## src/sv/sjfs_pkg.sv

```systemverilog
`timescale 1ns / 1ps
// Shared types and constants for the job slot table scheduler.
// No dependencies; imported by every module of the block.
package sjfs_pkg;

  localparam int unsigned SIZE_W     = 10;
  localparam int unsigned TIME_W     = 32;
  localparam int unsigned CNT_W      = 32;
  localparam int unsigned SUM_W      = 48;
  localparam int unsigned SLOT_OUT_W = 5;

  localparam logic OP_SUBMIT = 1'b0;
  localparam logic OP_SERVE  = 1'b1;

  typedef enum logic [1:0] {
    ST_OK    = 2'd0,
    ST_FULL  = 2'd1,
    ST_EMPTY = 2'd2,
    ST_ZERO  = 2'd3
  } status_e;

  typedef struct packed {
    logic              operation;
    logic [SIZE_W-1:0] job_size;
    logic [TIME_W-1:0] time_now;
  } in_item_t;

  typedef struct packed {
    status_e               status;
    logic [SLOT_OUT_W-1:0] slot_index;
    logic [SIZE_W-1:0]     served_size;
    logic [TIME_W-1:0]     wait_time;
    logic [CNT_W-1:0]      jobs_served;
    logic [SUM_W-1:0]      wait_total;
  } out_item_t;

  typedef struct packed {
    logic [SIZE_W-1:0] size;
    logic [TIME_W-1:0] arrival;
  } slot_entry_t;

  typedef struct packed {
    logic              fire;
    logic [TIME_W-1:0] wait_time;
  } stats_upd_t;

  typedef struct packed {
    logic [CNT_W-1:0] count;
    logic [SUM_W-1:0] total;
  } stats_t;

endpackage

```

## src/sv/sjfs_slot_mem.sv

```systemverilog
`timescale 1ns / 1ps
// Slot table storage: job size and arrival time per slot, one write and
// one registered read port. Depends on sjfs_pkg.
module sjfs_slot_mem #(
  parameter int unsigned SLOTS = 32,
  localparam int unsigned IW = $clog2(SLOTS)
) (
  input  logic                 clk_i,
  input  logic                 we_i,
  input  logic [IW-1:0]        waddr_i,
  input  sjfs_pkg::slot_entry_t wdata_i,
  input  logic                 re_i,
  input  logic [IW-1:0]        raddr_i,
  output sjfs_pkg::slot_entry_t rdata_o
);
  import sjfs_pkg::*;

  slot_entry_t mem_q [SLOTS];
  slot_entry_t rdata_q;

  always_ff @(posedge clk_i) begin
    if (we_i) begin
      mem_q[waddr_i] <= wdata_i;
    end
  end

  always_ff @(posedge clk_i) begin
    if (re_i) begin
      rdata_q <= mem_q[raddr_i];
    end
  end

  assign rdata_o = rdata_q;

endmodule

```

## src/sv/sjfs_stats.sv

```systemverilog
`timescale 1ns / 1ps
// Saturating totals of jobs served and of wait time.
// Depends on sjfs_pkg; exposes the post-update totals to the controller.
module sjfs_stats (
  input  logic                clk_i,
  input  logic                rst_ni,
  input  sjfs_pkg::stats_upd_t upd_i,
  output sjfs_pkg::stats_t     next_o
);
  import sjfs_pkg::*;

  logic [CNT_W-1:0] count_q, count_d;
  logic [SUM_W-1:0] total_q, total_d;
  logic [SUM_W:0]   sum_wide;

  always_comb begin
    sum_wide = {1'b0, total_q} + (SUM_W + 1)'(upd_i.wait_time);
    count_d  = count_q;
    total_d  = total_q;
    if (upd_i.fire) begin
      count_d = (count_q == '1) ? count_q : count_q + 1'b1;
      total_d = sum_wide[SUM_W] ? '1 : sum_wide[SUM_W-1:0];
    end
  end

  always_ff @(posedge clk_i or negedge rst_ni) begin
    if (!rst_ni) begin
      count_q <= '0;
      total_q <= '0;
    end else begin
      count_q <= count_d;
      total_q <= total_d;
    end
  end

  assign next_o.count = count_d;
  assign next_o.total = total_d;

endmodule

```

## src/sv/sjfs_ctrl.sv

```systemverilog
`timescale 1ns / 1ps
// Scan sequencer: occupancy bits, slot table scan, candidate selection,
// write-back and output register. Depends on sjfs_pkg.
module sjfs_ctrl #(
  parameter int unsigned SLOTS = 32,
  localparam int unsigned IW = $clog2(SLOTS)
) (
  input  logic                  clk_i,
  input  logic                  rst_ni,
  input  logic                  mode_i,
  input  logic                  in_valid_i,
  output logic                  in_stall_o,
  input  sjfs_pkg::in_item_t    in_data_i,
  output logic                  out_valid_o,
  input  logic                  out_stall_i,
  output sjfs_pkg::out_item_t   out_data_o,
  output logic                  mem_we_o,
  output logic [IW-1:0]         mem_waddr_o,
  output sjfs_pkg::slot_entry_t mem_wdata_o,
  output logic                  mem_re_o,
  output logic [IW-1:0]         mem_raddr_o,
  input  sjfs_pkg::slot_entry_t mem_rdata_i,
  output sjfs_pkg::stats_upd_t  stats_upd_o,
  input  sjfs_pkg::stats_t      stats_next_i
);
  import sjfs_pkg::*;

  typedef enum logic [1:0] {
    S_IDLE,
    S_SCAN,
    S_LAST,
    S_DONE
  } state_e;

  localparam logic [IW-1:0] LAST_IDX = IW'(SLOTS - 1);

  state_e            state_q;
  in_item_t          item_q;
  logic [IW-1:0]     addr_q;
  logic [IW-1:0]     cnt_q;
  logic              eval_v_q;
  logic [IW-1:0]     eval_idx_q;
  logic              found_q;
  logic [IW-1:0]     scan_ptr_q;
  logic [SLOTS-1:0]  occ_q;
  logic              out_valid_q;
  out_item_t         out_q;

  logic [IW-1:0]     best_idx_q;
  logic [SIZE_W-1:0] best_size_q;
  logic [TIME_W-1:0] best_arr_q;

  logic              in_accept;
  logic              done_fire;
  logic              is_serve;
  logic              zero_size;
  logic              occ_bit;
  logic              take;
  logic              ok_submit;
  logic              ok_serve;
  logic [TIME_W-1:0] wait_val;
  logic [IW-1:0]     addr_next;
  out_item_t         result;

  assign in_accept = in_valid_i && (state_q == S_IDLE);
  assign done_fire = (state_q == S_DONE) && (!out_valid_q || !out_stall_i);
  assign is_serve  = (item_q.operation == OP_SERVE);
  assign zero_size = (item_q.job_size == '0);
  assign occ_bit   = occ_q[eval_idx_q];
  assign ok_submit = !is_serve && !zero_size && found_q;
  assign ok_serve  = is_serve && found_q;
  assign wait_val  = item_q.time_now - best_arr_q;
  assign addr_next = (addr_q == LAST_IDX) ? '0 : addr_q + 1'b1;

  always_comb begin
    if (!is_serve) begin
      take = !occ_bit && !found_q;
    end else begin
      take = occ_bit && (!found_q || (mode_i && (mem_rdata_i.size < best_size_q)));
    end
  end

  always_comb begin
    result = '0;
    if (!is_serve) begin
      if (zero_size) begin
        result.status = ST_ZERO;
      end else if (found_q) begin
        result.status = ST_OK;
      end else begin
        result.status = ST_FULL;
      end
    end else begin
      result.status = found_q ? ST_OK : ST_EMPTY;
    end
    if (ok_submit || ok_serve) begin
      result.slot_index = SLOT_OUT_W'(best_idx_q);
    end
    if (ok_serve) begin
      result.served_size = best_size_q;
      result.wait_time   = wait_val;
    end
    result.jobs_served = stats_next_i.count;
    result.wait_total  = stats_next_i.total;
  end

  assign mem_re_o            = (state_q == S_SCAN);
  assign mem_raddr_o         = addr_q;
  assign mem_we_o            = done_fire && ok_submit;
  assign mem_waddr_o         = best_idx_q;
  assign mem_wdata_o.size    = item_q.job_size;
  assign mem_wdata_o.arrival = item_q.time_now;
  assign stats_upd_o.fire      = done_fire && ok_serve;
  assign stats_upd_o.wait_time = wait_val;

  always_ff @(posedge clk_i or negedge rst_ni) begin
    if (!rst_ni) begin
      state_q     <= S_IDLE;
      addr_q      <= '0;
      cnt_q       <= '0;
      eval_v_q    <= 1'b0;
      eval_idx_q  <= '0;
      found_q     <= 1'b0;
      scan_ptr_q  <= '0;
      occ_q       <= '0;
      out_valid_q <= 1'b0;
      out_q       <= '0;
    end else begin
      eval_v_q   <= (state_q == S_SCAN);
      eval_idx_q <= addr_q;
      if (done_fire) begin
        out_valid_q <= 1'b1;
      end else if (out_valid_q && !out_stall_i) begin
        out_valid_q <= 1'b0;
      end
      if (eval_v_q && take) begin
        found_q <= 1'b1;
      end
      case (state_q)
        S_IDLE: begin
          if (in_accept) begin
            found_q <= 1'b0;
            cnt_q   <= '0;
            if (in_data_i.operation == OP_SERVE && !mode_i) begin
              addr_q <= scan_ptr_q;
            end else begin
              addr_q <= '0;
            end
            if (in_data_i.operation == OP_SUBMIT && in_data_i.job_size == '0) begin
              state_q <= S_DONE;
            end else begin
              state_q <= S_SCAN;
            end
          end
        end
        S_SCAN: begin
          addr_q <= addr_next;
          cnt_q  <= cnt_q + 1'b1;
          if (cnt_q == LAST_IDX) begin
            state_q <= S_LAST;
          end
        end
        S_LAST: begin
          state_q <= S_DONE;
        end
        S_DONE: begin
          if (done_fire) begin
            out_q   <= result;
            state_q <= S_IDLE;
            if (ok_submit) begin
              occ_q[best_idx_q] <= 1'b1;
            end
            if (ok_serve) begin
              occ_q[best_idx_q] <= 1'b0;
              if (!mode_i) begin
                scan_ptr_q <= (best_idx_q == LAST_IDX) ? '0 : best_idx_q + 1'b1;
              end
            end
          end
        end
        default: begin
          state_q <= S_IDLE;
        end
      endcase
    end
  end

  always_ff @(posedge clk_i) begin
    if (in_accept) begin
      item_q <= in_data_i;
    end
    if (eval_v_q && take) begin
      best_idx_q  <= eval_idx_q;
      best_size_q <= mem_rdata_i.size;
      best_arr_q  <= mem_rdata_i.arrival;
    end
  end

  assign in_stall_o  = (state_q != S_IDLE);
  assign out_valid_o = out_valid_q;
  assign out_data_o  = out_q;

endmodule

```

## src/sv/job_slot_table_sjf_scheduler_top.sv

```systemverilog
`timescale 1ns / 1ps
// Job slot table scheduler, shortest-first or circular order service.
// One item is handled at a time: the table scan does one memory read per cycle, and a
// zero size submit skips the scan. The next item is taken while a result waits in the
// output register.
// Reset: asynchronous, active low; empties every slot, clears totals and scan pointer.
module job_slot_table_sjf_scheduler_top #(
  parameter int unsigned SLOTS = 32
) (
  input  logic                clk_i,
  input  logic                rst_ni,
  input  logic                in_valid_i,
  output logic                in_stall_o,
  input  sjfs_pkg::in_item_t  in_data_i,
  output logic                out_valid_o,
  input  logic                out_stall_i,
  output sjfs_pkg::out_item_t out_data_o,
  input  logic                cfg_valid_i,
  output logic                cfg_ready_o,
  input  logic                cfg_data_i
);
  import sjfs_pkg::*;

  localparam int unsigned IW = $clog2(SLOTS);

  logic          mode_q;
  logic          mem_we;
  logic [IW-1:0] mem_waddr;
  slot_entry_t   mem_wdata;
  logic          mem_re;
  logic [IW-1:0] mem_raddr;
  slot_entry_t   mem_rdata;
  stats_upd_t    stats_upd;
  stats_t        stats_next;

  assign cfg_ready_o = 1'b1;

  always_ff @(posedge clk_i or negedge rst_ni) begin
    if (!rst_ni) begin
      mode_q <= 1'b0;
    end else if (cfg_valid_i && cfg_ready_o) begin
      mode_q <= cfg_data_i;
    end
  end

  sjfs_slot_mem #(.SLOTS(SLOTS)) u_mem (
    .clk_i   (clk_i),
    .we_i    (mem_we),
    .waddr_i (mem_waddr),
    .wdata_i (mem_wdata),
    .re_i    (mem_re),
    .raddr_i (mem_raddr),
    .rdata_o (mem_rdata)
  );

  sjfs_stats u_stats (
    .clk_i  (clk_i),
    .rst_ni (rst_ni),
    .upd_i  (stats_upd),
    .next_o (stats_next)
  );

  sjfs_ctrl #(.SLOTS(SLOTS)) u_ctrl (
    .clk_i        (clk_i),
    .rst_ni       (rst_ni),
    .mode_i       (mode_q),
    .in_valid_i   (in_valid_i),
    .in_stall_o   (in_stall_o),
    .in_data_i    (in_data_i),
    .out_valid_o  (out_valid_o),
    .out_stall_i  (out_stall_i),
    .out_data_o   (out_data_o),
    .mem_we_o     (mem_we),
    .mem_waddr_o  (mem_waddr),
    .mem_wdata_o  (mem_wdata),
    .mem_re_o     (mem_re),
    .mem_raddr_o  (mem_raddr),
    .mem_rdata_i  (mem_rdata),
    .stats_upd_o  (stats_upd),
    .stats_next_i (stats_next)
  );

endmodule

```

## config.mk

```make
export PLATFORM = sky130hd
export DESIGN_NAME = job_slot_table_sjf_scheduler_top
export DESIGN_NICKNAME = d
export VERILOG_FILES = /design/src/sv/sjfs_pkg.sv /design/src/sv/sjfs_slot_mem.sv /design/src/sv/sjfs_stats.sv /design/src/sv/sjfs_ctrl.sv /design/src/sv/job_slot_table_sjf_scheduler_top.sv
export SDC_FILE = /design/constraint.sdc
export NUM_CORES = 2
export LEC_CHECK = 0
export BUFFER_PORTS_ARGS = -buffer_cell sky130_fd_sc_hd__buf_2
export CORE_AREA = 2 2 345 347
export CTS_CLUSTER_DIAMETER = 100
export CTS_CLUSTER_SIZE = 10
export DETAILED_ROUTE_END_ITERATION = 10
export DIE_AREA = 0 0 347 349
export GPL_TIMING_DRIVEN = 0
export HOLD_SLACK_MARGIN = 0.12
export PLACE_DENSITY = 0.87
export RECOVER_POWER = 100
export SLEW_MARGIN = 20
export SYNTH_ARGS = -nofsm -noshare
export SYNTH_HDL_FRONTEND = slang
export SYNTH_SLANG_ARGS = --single-unit
```

## constraint.sdc

```tcl
create_clock -name clk_i -period 5.7 [get_ports clk_i]
set_input_delay 1.71 -clock clk_i [delete_from_list [all_inputs] [get_ports clk_i]]
set_output_delay 1.71 -clock clk_i [all_outputs]
set_load 0.05 [all_outputs]
```

Yosys cells after proc, flatten, opt, wreduce, memory -nomap -nowiden
Memories as Yosys holds them, arrays and structs flattened. A register that Yosys moved wholly into a read port is not among the register bits.
Index checks and enable logic that the tools add are counted.
Widths: inputs -> output; s select.
- register bits: 357
- memory bits (writable): 1344
- input port bits: 49
- output and inout bits: 132
- logic and storage cells: 123
- memories: 1
- memory list (memory ; depth ; bits a word ; rd ports ; clocked after Yosys merged registers in ; wr ports ; RTL line ; source):
    u_mem.mem_q ; 32 ; 42 ; 1 ; 1 ; 1 ; sjfs_slot_mem.sv:18 ; slot_entry_t mem_q [SLOTS];
- add/subtract/negate cells: 6
- magnitude comparators: 4
- equality and inequality tests: 10
- multiplexer cells: 38
- bitwise logic cells: 5
- reduce and logical (&&, ||, !) cells: 35
- operators with widths (operator ; number):
    $mux 32 ; 6
    $mux 48 ; 2
    $add 48x32->49 ; 1
    $mux 42 ; 1
    $add 32x1->32 const B ; 1
    $and 32x32->32 ; 1
    $eq 32x32->1 const B ; 1
    $not 32->32 ; 1
    $or 32x32->32 ; 1
    $sub 32x32->32 ; 1
    $mux 5 ; 6
    $logic_not 10->1 ; 2
    $pmux 5 s2 ; 2
    $add 5x1->5 const B ; 3
    $eq 5x5->1 const B ; 3
    $logic_and 1x1->1 ; 15
    $mux 2 ; 7
    $lt 5x6->1 const B ; 2
    $mux 1 ; 11
    $lt 10x10->1 ; 1
    $pmux 2 s4 ; 1
    $logic_not 1->1 ; 7
    $ne 2x1->1 const B ; 3
    $reduce_bool 2->1 ; 3
    11 further kinds ; 16

Logic depth before layout (Yosys ltp)
- word-level depth: 10
- gate-level depth with buffers: 22
- mapped depth without buffers: 20

Hierarchy
Synthesis repeated with hierarchy kept, for this count alone.
- cells, all modules: 4677
- area, all modules: 71372.2 sq um
- modules (own cells, without submodules) (module ; instances ; cells an instance ; area each (sq um) ; sequential area each (sq um)):
    sjfs_slot_mem ; 1 ; 2953 ; 53622.7 ; 41619.9
    sjfs_ctrl ; 1 ; 1139 ; 12380.6 ; 7357.1
    sjfs_stats ; 1 ; 581 ; 5317.6 ; 2001.9
    job_slot_table_sjf_scheduler_top ; 1 ; 4 ; 51.3 ; 25.0

Least setup slack after synthesis
OpenSTA, ideal clock, no wires.
- kind: in2reg
- from: in out_stall_i
- to: mem u_mem.mem_q[28][0] (netlist name) (enable)
- setup time: 443 ps
- arrival: 4523 ps
- data required time: 5257 ps
- setup slack: 734 ps
- stages: 7
- path buffers: 1
- cell sequence: nand2_1 -> and2_1 -> buf_2 -> nand2_1 -> nor3b_1 -> nand2_1 -> nor2_1
- cells in the longest elaborated chain, start to end: 6
- ends and longest elaborated chain (item ; RTL line ; source):
    start: declaration ; job_slot_table_sjf_scheduler_top.sv:16 ; input logic out_stall_i,
    $logic_not 1->1 ; sjfs_ctrl.sv:66 ; assign done_fire = (state_q == S_DONE) && (!out_valid_q || !out_stall_i);
    $logic_or 1x1->1 ; sjfs_ctrl.sv:66 ;
    $logic_and 1x1->1 ; sjfs_ctrl.sv:66 ;
    $logic_and 1x1->1 ; sjfs_ctrl.sv:109 ; assign mem_we_o = done_fire && ok_submit;
    $mux 1 ; sjfs_slot_mem.sv:22 ; if (we_i) begin
    $mux 1 (not written as such) ; sjfs_slot_mem.sv:23 ; mem_q[waddr_i] <= wdata_i;
    end: declaration ; sjfs_slot_mem.sv:18 ;
No other way between the ends.

Worst setup path in the final report
- from: reg u_ctrl.item_q (netlist bit u_ctrl.mem_wdata_o[32])
- to: mem u_mem.mem_q[11][15] (netlist name) (enable)
- cells in the longest elaborated chain, start to end: 7
- ends and longest elaborated chain (item ; RTL line ; source):
    start: declaration ; sjfs_ctrl.sv:38 ; in_item_t item_q;
    start signal: assignment ; sjfs_ctrl.sv:190 ; item_q <= in_data_i;
    $logic_not 10->1 ; sjfs_ctrl.sv:68 ; assign zero_size = (item_q.job_size == '0);
    $logic_not 1->1 ; sjfs_ctrl.sv:70 ; assign ok_submit = !is_serve && !zero_size && found_q;
    $logic_and 1x1->1 (2 in a row) ; sjfs_ctrl.sv:70 ;
    $logic_and 1x1->1 ; sjfs_ctrl.sv:109 ;
    $mux 1 ; sjfs_slot_mem.sv:22 ;
    $mux 1 (not written as such) ; sjfs_slot_mem.sv:23 ;
No other way between the ends.

==> impl_results.md <==
- DIE AREA: 121000 um2
- Fin Clk Skew: 0.0556 ns
- Async SR Flop Fraction: 0.153
- # IOs: 181
- Design area: 78900 um2
- GRT overflow: 0
- Status: complete, but fails checks
- Fmax: 175 MHz
- R2R Setup Slk: -0.002 ns
- Row count: 126
- DRT iter0 DRCs: 6891
- Critical Path Source Type: register
- Post-DR vias/cell: 7.37
- CTS hold repair buffers: 0
- Minimum clock period: 5.70 ns
- CTS root buf: clkbuf_16
- Critical path peak fanout: 26
- Final Hold Vio Count: 0
- CTS buffer count: 193
- Slew Limit Fails: 375
- Setup violators final: 2
- WP data required: 6.15 ns
- Hold Path End: u_ctrl.best_arr_q[8]
- Total iterations of the first detailed-routing run: 9
- Hold depth: 0
- Slowest stage delay, CP: 1.28 ns
- Leakage: 26.6 nW
- Core Footprint: 117000 um2
- DP HPWL: 126000 um
- RSZ-0062 raised after global routing: no
- DRC Markers: 0
- Core Util, Final: 0.671
- MaxCap Viol Count: 16
- Distinct cells, synth: 89
- First-pass GRT wire length: 304000 um
- Initial antenna violation count: 12
- Synth Register Bits: 1743
- Initial Utilization: 0.595
- Worst flop-to-flop path startpoint: u_ctrl.mem_wdata_o[32]
- Clk buf depth: 3
- Placed Area: 74400 um2
- YS warnings: 0
- CP Data Arrival Time: 6.15 ns
- Synth-to-layout area growth: 12.9%
- Max_slew headroom: -1.88
- Total global-route track usage: 0.357
- Nets: 4219
- Final ANT Viol Nets: 0
- Worst-Skew Late Latency: 0.86 ns
- Vias in the first global route: 41600
- PwrDens: 519 nW/um2
- Max IR drop VDD: 0.000337 V
- Largest net degree at the start of global routing: 102
- Hold_sp: u_mem.rdata_o[8]
- WL per Instance: 38.2 um
- CTS tree: yes
- CTS sink count: 1743
- Hold crit path type: reg -> reg
- Slowest stage cell, crit path: nor2_1
- Synth Flop Type: edfxtp_1
- Gate Count Post-Synth: 3553
- EDFF count, synth: 1476
- DR vias: 41800
- Total Power: 0.0410 W
- Gp weighted congestion: 0.909
- Die H: 349 um
- Fin Setup TNS: -0.00433 ns
- CTS clock-pin slew for the worst setup and hold paths: 0.07 ns
- Crit Path Class: reg -> reg
- CP cell instances: clkbuf_1, nor4_1, nand3_1, nor3b_1, nand2_1, nor2_1, clkbuf_2
- CP Capture Type: register
- Share of layout cells above drive strength 1: 0.223
- Routed Wire Length: 216000 um
- Port Buf Inserts: 179
- R2R cell count: 7
- Syn nets: 3692
- Failing checks: max-capacitance violations, max-slew violations, negative setup slack
- H-tree Lvls: 4
- Post-Syn Area: 69900 um2
- Register area share after synthesis: 0.730
- Fin crit share: 1.00
- Mapped Avg Cell Area: 19.7 um2
- Setup WS pre-CTS: -0.510 ns
- PnR worst setup slack: -0.00242 ns
- R2r endpoint: u_mem.mem_q[11][15]
- Die X: 347 um
- Measured slew at the worst slew-check pin: 4.32 ns
==> cell usage after synthesis, drive strengths merged (12+ instances only) <==
library cell	n	area, um2
edfxtp	1476	44300
mux4	430	9680
dfrtp	267	6680
nor2	153	582
nand2	120	450
mux2	101	1140
a21oi	98	505
clkbuf	94	354
ha	88	1100
xnor2	78	683
inv	75	282
o21ai	70	350
buf	67	333
o22a	41	359
nand3	40	205
a21o	39	293
a22o	30	263
nand4	22	153
and3	21	131
a31oi	20	155
nor3	19	95.1
xor2	17	149
and2	15	98.9
o21a	15	113
nand2b	12	75.1
==> logic make-up after synthesis <==
| kind of cell | Yosys count | synth area share |
|---|---|---|
| flops | 1743 | 0.730 |
| compound gates | 394 | 0.0398 |
| simple gates | 455 | 0.0319 |
| mux | 539 | 0.156 |
| xor+xnor | 95 | 0.0119 |
| buf+inv | 236 | 0.0139 |
| other cells | 1 | 0.0000537 |
| fa+ha+maj | 90 | 0.0163 |
==> repair_timing <==
item / 4_1_cts / 5_1_grt
pin swaps: 0 / 8
gates resized for setup: 2 / 14
gates cloned: 0 / 0
buffers inserted: 30 / 41
endpoints found under the setup margin: 96 / 73
==> layout by cell type, fill, tap and decap left out, drive strengths merged, types with 78 or more instances in the layout <==
master | synthesis | routed
dfrtp | 267 | 267
edfxtp | 1476 | 1476
mux2 | 101 | 101
nand2 | 120 | 120
xnor2 | 78 | 78
nor2 | 153 | 153
inv | 75 | 84
mux4 | 430 | 430
buf | 67 | 103
clkbuf | 94 | 621
a21oi | 98 | 98
ha | 88 | 88
==> stage by stage <==
stage | std cells | hold slack (ns)
after floorplan | 3553 | 0.352
after global placement | 5268 | 0.360
after detailed placement | 5339 | 0.367
after CTS | 5617 | 0.399
after global routing | 5669 | 0.418
final | 5672 | 0.394
==> where the power goes <==
part	internal (W)	total, W	switching (W)
Combinational	0.00492	0.0134	0.00852
Sequential	0.0154	0.0162	0.000838
Clock	0.00624	0.0113	0.00509
==> worst max-delay path: cells and delay by family, from the launching register on <==
| family | cells | cell delay, ns |
|---|---|---|
| buffers and inverters | 2 | 1.72 |
| flip-flops | 1 | 0.51 |
| AND/OR/NAND/NOR | 5 | 3.05 |
==> worst max path at each step <==
stage | end | start | cells after the start | slack (ns)
after floorplan | u_mem.mem_q[28][0] | out_stall_i | 7 | 0.73
after global placement | u_mem.mem_q[4][16] | out_stall_i | 8 | -2.08
after detailed placement | u_ctrl.out_data_o[32] | u_ctrl.mem_wdata_o[0] | 20 | -0.51
after CTS | u_ctrl.out_data_o[25] | u_ctrl.mem_wdata_o[0] | 21 | 0.02
after global routing | u_ctrl.out_data_o[30] | u_ctrl.mem_wdata_o[1] | 20 | 0.004
final | u_mem.mem_q[11][15] | u_ctrl.mem_wdata_o[32] | 7 | -0.002
==> registers in the layout, indices dropped and copies added, names as in the netlist, 5 cells and up <==
register and count:
u_ctrl.eval_idx_q 5, u_ctrl.occ_q 32, u_ctrl.mem_raddr_o 5, u_stats.total_q 48
u_ctrl.out_data_o 129, u_ctrl.best_size_q 10, u_mem.mem_q 1344, u_ctrl.mem_wdata_o 42
u_ctrl.scan_ptr_q 5, u_stats.count_q 32, u_ctrl.cnt_q 5, u_ctrl.mem_waddr_o 5
u_ctrl.best_arr_q 32, u_mem.rdata_o 42
==> per-layer routing <==
layer / global-route usage / part of all wire / up-vias
met5: 0 / 0.00055 / -
met4: 0.214 / 0.076 / 16
met3: 0.105 / 0.14 / 1107
met2: 0.572 / 0.47 / 4386
met1: 0.435 / 0.31 / 20900
li1: - / - / 15400
==> area by class of cell <==
class / instances / area (um2)
Multi-Input combinational cell: 1574 / 17900
Timing Repair Buffer: 332 / 1710
Clock inverter: 16 / 304
Antenna cell: 3 / 7.51
Buffer: 161 / 688
Sequential cell: 1743 / 51000
Inverter: 75 / 282
Fill cell: 6844 / 38600
Clock buffer: 232 / 5020
Tap cell: 1536 / 1920
(Power assumes the default switching activity.)
